### config.mk
export PLATFORM = sky130hd
export DESIGN_NAME = mie_exec
export DESIGN_NICKNAME = d
export VERILOG_FILES = /design/src/sv/mie_pkg.sv /design/src/sv/mie_exec.sv
export SDC_FILE = /design/constraint.sdc
export NUM_CORES = 1
export LEC_CHECK = 0
export ABC_CLOCK_PERIOD_IN_PS = 12700
export BUFFER_PORTS_ARGS = -buffer_cell sky130_fd_sc_hd__clkbuf_2
export CORE_ASPECT_RATIO = 0.75
export CORE_MARGIN = 2
export CORE_UTILIZATION = 30
export DETAILED_ROUTE_END_ITERATION = 12
export PLACE_DENSITY_LB_ADDON = 0.1
export RECOVER_POWER = 100
export SYNTH_ARGS = -nofsm -noshare
export SYNTH_HDL_FRONTEND = slang
export SYNTH_SLANG_ARGS = --single-unit
### constraint.sdc
create_clock -name vclk -period 12.7
set_clock_uncertainty 0.1 [all_clocks]
set_input_delay 2.54 -clock vclk [all_inputs]
set_output_delay 2.54 -clock vclk [all_outputs]
set_load 0.01 [all_outputs]
### src/sv/mie_pkg.sv
// ----------------------------------------------------------------------------
// mie_pkg
// Types, opcodes and sizes shared by the I-type execute unit.
// ----------------------------------------------------------------------------
package mie_pkg;

  localparam int MEM_BYTES = 4096;
  localparam int MEM_ROWS  = MEM_BYTES / 4;
  localparam int ROW_W     = (MEM_ROWS > 1) ? $clog2(MEM_ROWS) : 1;
  localparam int CLR_N     = (MEM_ROWS > 32) ? MEM_ROWS : 32;
  localparam int CLR_W     = $clog2(CLR_N);

  localparam logic [31:0] MEMORY_BASE_RESET = 32'h0040_0000;
  localparam logic        CFG_IDX_MEMORY_BASE = 1'b0;

  localparam logic [5:0] OP_REGIMM = 6'b000001;
  localparam logic [5:0] OP_BEQ    = 6'b000100;
  localparam logic [5:0] OP_BNE    = 6'b000101;
  localparam logic [5:0] OP_BLEZ   = 6'b000110;
  localparam logic [5:0] OP_BGTZ   = 6'b000111;
  localparam logic [5:0] OP_ADDI   = 6'b001000;
  localparam logic [5:0] OP_ADDIU  = 6'b001001;
  localparam logic [5:0] OP_SLTI   = 6'b001010;
  localparam logic [5:0] OP_SLTIU  = 6'b001011;
  localparam logic [5:0] OP_ANDI   = 6'b001100;
  localparam logic [5:0] OP_ORI    = 6'b001101;
  localparam logic [5:0] OP_XORI   = 6'b001110;
  localparam logic [5:0] OP_LUI    = 6'b001111;
  localparam logic [5:0] OP_LB     = 6'b100000;
  localparam logic [5:0] OP_LH     = 6'b100001;
  localparam logic [5:0] OP_LWL    = 6'b100010;
  localparam logic [5:0] OP_LW     = 6'b100011;
  localparam logic [5:0] OP_LBU    = 6'b100100;
  localparam logic [5:0] OP_LHU    = 6'b100101;
  localparam logic [5:0] OP_LWR    = 6'b100110;
  localparam logic [5:0] OP_SB     = 6'b101000;
  localparam logic [5:0] OP_SH     = 6'b101001;
  localparam logic [5:0] OP_SWL    = 6'b101010;
  localparam logic [5:0] OP_SW     = 6'b101011;
  localparam logic [5:0] OP_SWR    = 6'b101110;

  localparam logic [4:0] RT_BLTZ = 5'b00000;
  localparam logic [4:0] RT_BGEZ = 5'b00001;

  typedef enum logic [1:0] {
    ST_OK     = 2'd0,
    ST_BAD_OP = 2'd1,
    ST_BAD_BR = 2'd2,
    ST_RANGE  = 2'd3
  } status_t;

  typedef struct packed {
    logic [3:0]            en;
    logic [3:0][ROW_W-1:0] row;
    logic [3:0][1:0]       rp;
    logic [3:0][7:0]       wdata;
  } mem_req_t;

  typedef struct packed {
    logic [31:0] val;
    logic        wr;
    logic        taken;
    logic [31:0] next_pc;
    status_t     status;
    logic        is_load;
    logic        is_store;
    logic        keep_b;
    logic        sext_byte;
    logic        sext_half;
    mem_req_t    mem;
  } exec_res_t;

endpackage

### src/sv/mie_exec.sv
// ----------------------------------------------------------------------------
// mie_exec
// Operand stage logic: ALU, branch test, address and bank lane setup.
// ----------------------------------------------------------------------------
module mie_exec
  import mie_pkg::*;
(
  input  logic [5:0]  opcode,
  input  logic [4:0]  target_reg,
  input  logic [15:0] imm_field,
  input  logic [31:0] pc_value,
  input  logic [31:0] op_a,
  input  logic [31:0] op_b,
  input  logic [31:0] memory_base,
  output exec_res_t   res
);

  logic [31:0] simm;
  logic [31:0] uimm;
  logic [31:0] ea;
  logic [1:0]  k;
  logic [31:0] start;
  logic [2:0]  len;
  logic [1:0]  shift;
  logic        is_mem;
  logic        range_ok;
  logic        cond;
  logic        is_br;
  logic [1:0]  s_lo;
  logic [ROW_W-1:0] s_row;
  logic [1:0]  idx [4];
  exec_res_t   r;

  assign simm = {{16{imm_field[15]}}, imm_field};
  assign uimm = {16'h0000, imm_field};
  assign ea   = op_a + simm;
  assign k    = ea[1:0];

  always_comb begin
    r = '0;
    r.status  = ST_OK;
    r.next_pc = pc_value;
    cond   = 1'b0;
    is_br  = 1'b0;
    is_mem = 1'b0;
    len    = 3'd0;
    shift  = 2'd0;
    start  = ea - memory_base;
    unique case (opcode)
      OP_ADDI, OP_ADDIU: begin r.val = ea;          r.wr = 1'b1; end
      OP_ANDI:  begin r.val = op_a & uimm;          r.wr = 1'b1; end
      OP_ORI:   begin r.val = op_a | uimm;          r.wr = 1'b1; end
      OP_XORI:  begin r.val = op_a ^ uimm;          r.wr = 1'b1; end
      OP_SLTI:  begin
        r.val = {31'd0, $signed(op_a) < $signed(simm)}; r.wr = 1'b1;
      end
      OP_SLTIU: begin r.val = {31'd0, op_a < simm}; r.wr = 1'b1; end
      OP_LUI:   begin r.val = {imm_field, 16'h0000}; r.wr = 1'b1; end
      OP_BEQ:   begin is_br = 1'b1; cond = (op_a == op_b); end
      OP_BNE:   begin is_br = 1'b1; cond = (op_a != op_b); end
      OP_REGIMM: begin
        is_br = 1'b1;
        if (target_reg == RT_BGEZ) begin
          cond = !op_a[31];
        end else if (target_reg == RT_BLTZ) begin
          cond = op_a[31];
        end else begin
          r.status = ST_BAD_BR;
        end
      end
      OP_BGTZ: begin
        is_br = 1'b1;
        if (target_reg == 5'd0) cond = !op_a[31] && (op_a != 32'd0);
        else r.status = ST_BAD_BR;
      end
      OP_BLEZ: begin
        is_br = 1'b1;
        if (target_reg == 5'd0) cond = op_a[31] || (op_a == 32'd0);
        else r.status = ST_BAD_BR;
      end
      OP_LB, OP_LBU: begin
        is_mem = 1'b1; r.is_load = 1'b1; r.wr = 1'b1; len = 3'd1;
        r.sext_byte = (opcode == OP_LB);
      end
      OP_LH, OP_LHU: begin
        is_mem = 1'b1; r.is_load = 1'b1; r.wr = 1'b1; len = 3'd2;
        r.sext_half = (opcode == OP_LH);
      end
      OP_LW: begin is_mem = 1'b1; r.is_load = 1'b1; r.wr = 1'b1; len = 3'd4; end
      OP_SB: begin is_mem = 1'b1; r.is_store = 1'b1; len = 3'd1; end
      OP_SH: begin is_mem = 1'b1; r.is_store = 1'b1; len = 3'd2; end
      OP_SW: begin is_mem = 1'b1; r.is_store = 1'b1; len = 3'd4; end
      OP_LWL: begin
        is_mem = 1'b1; r.is_load = 1'b1; r.wr = 1'b1; r.keep_b = 1'b1;
        len = 3'd4 - {1'b0, k};
      end
      OP_SWL: begin is_mem = 1'b1; r.is_store = 1'b1; len = 3'd4 - {1'b0, k}; end
      OP_LWR: begin
        is_mem = 1'b1; r.is_load = 1'b1; r.wr = 1'b1; r.keep_b = 1'b1;
        len = {1'b0, k}; shift = 2'd0 - k; start = ea - {30'd0, k} - memory_base;
      end
      OP_SWR: begin
        is_mem = 1'b1; r.is_store = 1'b1;
        len = {1'b0, k}; shift = 2'd0 - k; start = ea - {30'd0, k} - memory_base;
      end
      default: r.status = ST_BAD_OP;
    endcase

    range_ok = (len == 3'd0) ||
               (({1'b0, start} + {30'd0, len}) <= 33'(MEM_BYTES));
    if (is_mem && !range_ok) r.status = ST_RANGE;

    s_lo  = start[1:0];
    s_row = start[ROW_W+1:2];
    for (int j = 0; j < 4; j++) begin
      idx[j]       = 2'(j) - s_lo;
      r.mem.row[j] = (2'(j) >= s_lo) ? s_row : s_row + 1'b1;
      r.mem.rp[j]  = idx[j] + shift;
      r.mem.en[j]  = is_mem && ({1'b0, idx[j]} < len);
      r.mem.wdata[j] = op_b[8*r.mem.rp[j] +: 8];
    end

    if (r.status != ST_OK) begin
      r.wr = 1'b0; r.val = '0; r.is_load = 1'b0; r.is_store = 1'b0; r.mem.en = '0;
    end
    if (target_reg == 5'd0) r.wr = 1'b0;
    r.taken = is_br && (r.status == ST_OK) && cond;
    if (r.taken) r.next_pc = pc_value + {simm[29:0], 2'b00};
    res = r;
  end

endmodule

# Word-level counts from Yosys, hierarchy flattened
# Index checks and enable logic that the tools add are counted.
[totals]
ff_bits = 0
input_bits = 155
[classes]
add_sub_neg = 17
n_lt_le_gt_ge = 11
n_eq_ne = 28
shifts = 4
muxes = 30
bitwise = 3
reduce_logical = 34
[op_table]
columns = ["op", "n"]
rows = [
  ["$pmux 32 s7", 1],
  ["$shiftx 32x6->8", 4],
  ["$eq 6x6->1 const B", 12],
  ["$add 32x32->32", 2],
  ["$mux 32", 2],
  ["$sub 32x32->32", 2],
  ["$eq 6x4->1 const B", 8],
  ["$mux 10", 4],
  ["$add 32x3->33", 1],
  ["$le 33x13->1 const B", 1],
  ["$mux 33", 1],
  ["$and 32x16->32", 1],
  ["$eq 32x32->1", 1],
  ["$logic_not 32->1", 1],
  ["$lt 32x16->1", 1],
  ["$lt 32x32->1", 1],
  ["$ne 32x32->1", 1],
  ["$or 32x16->32", 1],
  ["$reduce_bool 32->1", 1],
  ["$sub 32x2->32", 1],
  ["$xor 32x16->32", 1],
  ["$eq 6x3->1 const B", 4],
  ["$reduce_or 22->1", 1],
  ["$reduce_or 2->1", 8],
  ["28 further kinds", 66],
]

# Depth between registers and ports, before layout
[logic_depth]
word_depth = 14
ltp_mapped = 32

# Least setup slack after synthesis
# Ideal clock, no wire load.
[synth_timing]
kind = "input to output"
start = "input port imm_field[2]"
end = "output port res[81] in the netlist's numbering"
arrival_ns = 8.541
path_slack_ns = 1.519
stages = 31
cell_sequence = "inv_1 -> ha_1 -> nor2b_1 -> o21a_1 -> o21ai_1 -> a21oi_1 -> a2111oi_0 -> nor3_1 -> a311oi_1 -> nor2_1 -> nor2_1 -> nor2_1 -> nor2_1 -> xnor2_1 -> inv_1 -> ha_1 -> inv_1 -> ha_1 -> nand2_1 -> o21ai_0 -> or4_1 -> a31oi_1 -> mux2i_1 -> nand4_1 -> a2111o_1 -> o21ai_0 -> o2bb2ai_1 -> nand4b_4 -> nor3_4 -> nor2_2 -> a211oi_1"
[synth_rtl]
columns = ["element", "line_no", "rtl"]
rows = [
  ["start: declaration", "mie_exec.sv:10", "input logic [15:0] imm_field,"],
  ["end: declaration", "mie_exec.sv:15", "output exec_res_t res"],
]

==> results.md <==
* Status: finished with violations
* Failing checks: max-capacitance violations, max-slew violations
* Switching share of power at 0.6053
* Synth area leader: ha_1
* MaxCap Viol Count at 2
* Lkg Pwr at 6.910 nW
* Endpoints failing setup at 0
* HPWL after detailed placement at between 40000 and 50000 um
* Post-Syn Instances at 1744
* Die Height at 180.9 um
* Avg WL per Cell at 20.78 um
* Maximum clock frequency at 81.83 MHz
* Drt first pass iters at 5
* Pin count of the biggest net entering global routing at 50
* Initial core utilization at 0.3055
* Core footprint at 41000 um2
* Initial antenna violation count at 0
* Fin nets at 2389
* Slew Limit Fails at 69
* Commonest non-fill, non-tap cell in the layout: clkbuf_2
* Routability Congestion at 0.8815
* Buffers & Inverters on Critical Path at 6
* Yosys warnings at 0
* Die Area at 43410 um2
* Seq cells at 0
* Worst path max stage delay at 0.61 ns
* Final wirelength at between 50000 and 60000 um
* CP Class: input pin to output pin
* Remaining DRCs at 0
* Clock Power Share at 0
* Hold/Removal Path Class: input pin to output pin
* Most frequent cell on the critical path: a21oi_1
* CP Capture Type: output pin
* Sw power at 0.9937 mW
* Crit-path leading delay family: compound AO/OA/AOI/OAI gates
* First-pass GRT wire length at roughly 79000 um
* Die Wd at 239.9 um
* Pint at 0.6480 mW
* Post-CTS Hold Buffers at 0
* Logic gate share of total power at 1.000
* Sequential element share of the synthesized area at 0
* Via count at approximately 14000
* Finished layout cell area at 14660 um2
* CP Max Fanout at 8
* Number of stages on the worst setup path at 31
* Finished Core Util at 0.3575
* Register area at 0 um2
* Largest cells by area after synthesis: ha_1, inv_1, xnor2_1, mux4_2, a21oi_1
* Worst-margin pin slew at about 2.4 ns
* Final Power at between 1.5 and 2 mW
* Antenna Cells at 0
* PortBufs at 308
* Net Count, Synth at 2120
* CLK BUF at 0
* Placed instance area at roughly 15000 um2
* Synth cell types at 93
* Dpl cells at 2565
* Commonest cells after routing, fill and taps aside: clkbuf_2, ha_1, inv_1
* Pwr/cell area at 112.0 nW/um2
* Fill cells at roughly 4600
* Slowest CP cell: or4_1
* Critical Path Start Type: input pin
* Fraction of layout instances using a drive strength above 1 at 0.1770
* Seq pwr share at 0
* Fin. Hold Viols at 0
* Peak supply drop at 0.00008813 V
* WP data arrival at about 9.6 ns
* Non-filler instance count after layout at 2572
* Area of the multi-input gates at 11480 um2
* Num ports at 312
* Vias in the first global route at 12949
* Placement Rows at 64
* Detailed Route Iter0 Violations at 1119
* Hold Path Cell Cnt at 0
* CP Data Required Time at 10.06 ns
* Area growth syn-to-layout at 17.02%
* Period Utilization, post-route at 0.9622
* GRT Resource Usage Total at 0.2340
* Antenna-violating nets left at 0
* Avg Cell Area, Syn at between 7 and 8 um2
* GR Overflow Total at 0
* Share of the synthesized area in the top cell type at 0.2168
* Slew HR at -0.5799
* Vias/cell at 5.444
* Synth Cell Area at 12520 um2
* Period minus WS final at 12.22 ns
==> final timing paths <==
| path | to | slack (ns) | startpoint |
|---|---|---|---|
| max | res[124] | 0.48 | imm_field[1] |
| min | res[92] | 4.98 | pc_value[1] |
==> timing repair <==
| item | in CTS | in global routing |
|---|---|---|
| gates resized for setup | 1 | 12 |
| setup endpoints to repair | 5 | 9 |
| pin swaps | 0 | 7 |
| buffers inserted | 0 | 7 |
==> per-stage QoR <==
step                hold WS [ns]  setup slack (ns)   TNS, ns
CTS                        4.980           0.04103         0
global route               4.980          -0.07585   -0.2161
global placement           4.980            0.2640         0
detailed placement         4.980          -0.03264  -0.07994
floorplan                  5.014             1.519         0
finish                     4.980            0.4799         0
==> power groups by stage <==
stage	Combinational (mW)	Sequential [mW]	Clock, mW
floorplan	1.14	0	0
CTS	1.65	0	0
global placement	1.63	0	0
finish	1.64	0	0
global route	1.80	0	0
detailed placement	1.63	0	0
==> cells in the mapped netlist (8+ instances only) <==
| master | number |
|---|---|
| nand4b_1 | 8 |
| a21oi_1 | 129 |
| nand2_1 | 91 |
| nor2b_1 | 25 |
| o22ai_1 | 22 |
| buf_1 | 8 |
| a2111oi_0 | 9 |
| nor2_1 | 140 |
| a21o_1 | 38 |
| a211oi_1 | 20 |
| and3_1 | 14 |
| mux4_2 | 32 |
| nand2b_1 | 29 |
| o21ai_0 | 82 |
| nand4_1 | 16 |
| xnor2_1 | 86 |
| mux2i_1 | 25 |
| ha_1 | 217 |
| o21a_1 | 24 |
| inv_1 | 206 |
| and2_1 | 15 |
| nand3_1 | 26 |
| or2_2 | 12 |
| o21bai_1 | 20 |
| nor3_1 | 40 |
| xor2_1 | 73 |
| a31oi_1 | 12 |
| a22oi_1 | 18 |
| o31a_1 | 10 |
| o21ai_1 | 9 |
| clkbuf_1 | 47 |
| o22a_1 | 17 |
| nor4_1 | 29 |
| mux2_2 | 18 |
| buf_2 | 11 |
| or3_1 | 17 |
| o211ai_1 | 12 |
==> layer usage <==
metal,part of all wire,vias up,wire [um],global-route usage
met3,0.055,39,2927,0.02017
met4,0.016,0,843,0.03155
li1,-,6850,-,-
met2,0.43,393,22920,0.3555
met5,0,-,0,0
met1,0.50,6720,26740,0.3614
==> cells by family after synthesis <==
kind of cell | share of synthesized area
fa+ha+maj | 0.2232
xor+xnor | 0.1130
simple gates | 0.2120
compound gates | 0.2691
buf+inv | 0.08812
mux | 0.09461
==> final cells by class <==
type	count	area share
Inverter	207	0.05302
Multi-Input combinational cell	1463	0.7835
Tap cell	561	0.04790
Timing Repair Buffer	341	0.1156
(Power assumes the default switching activity.)
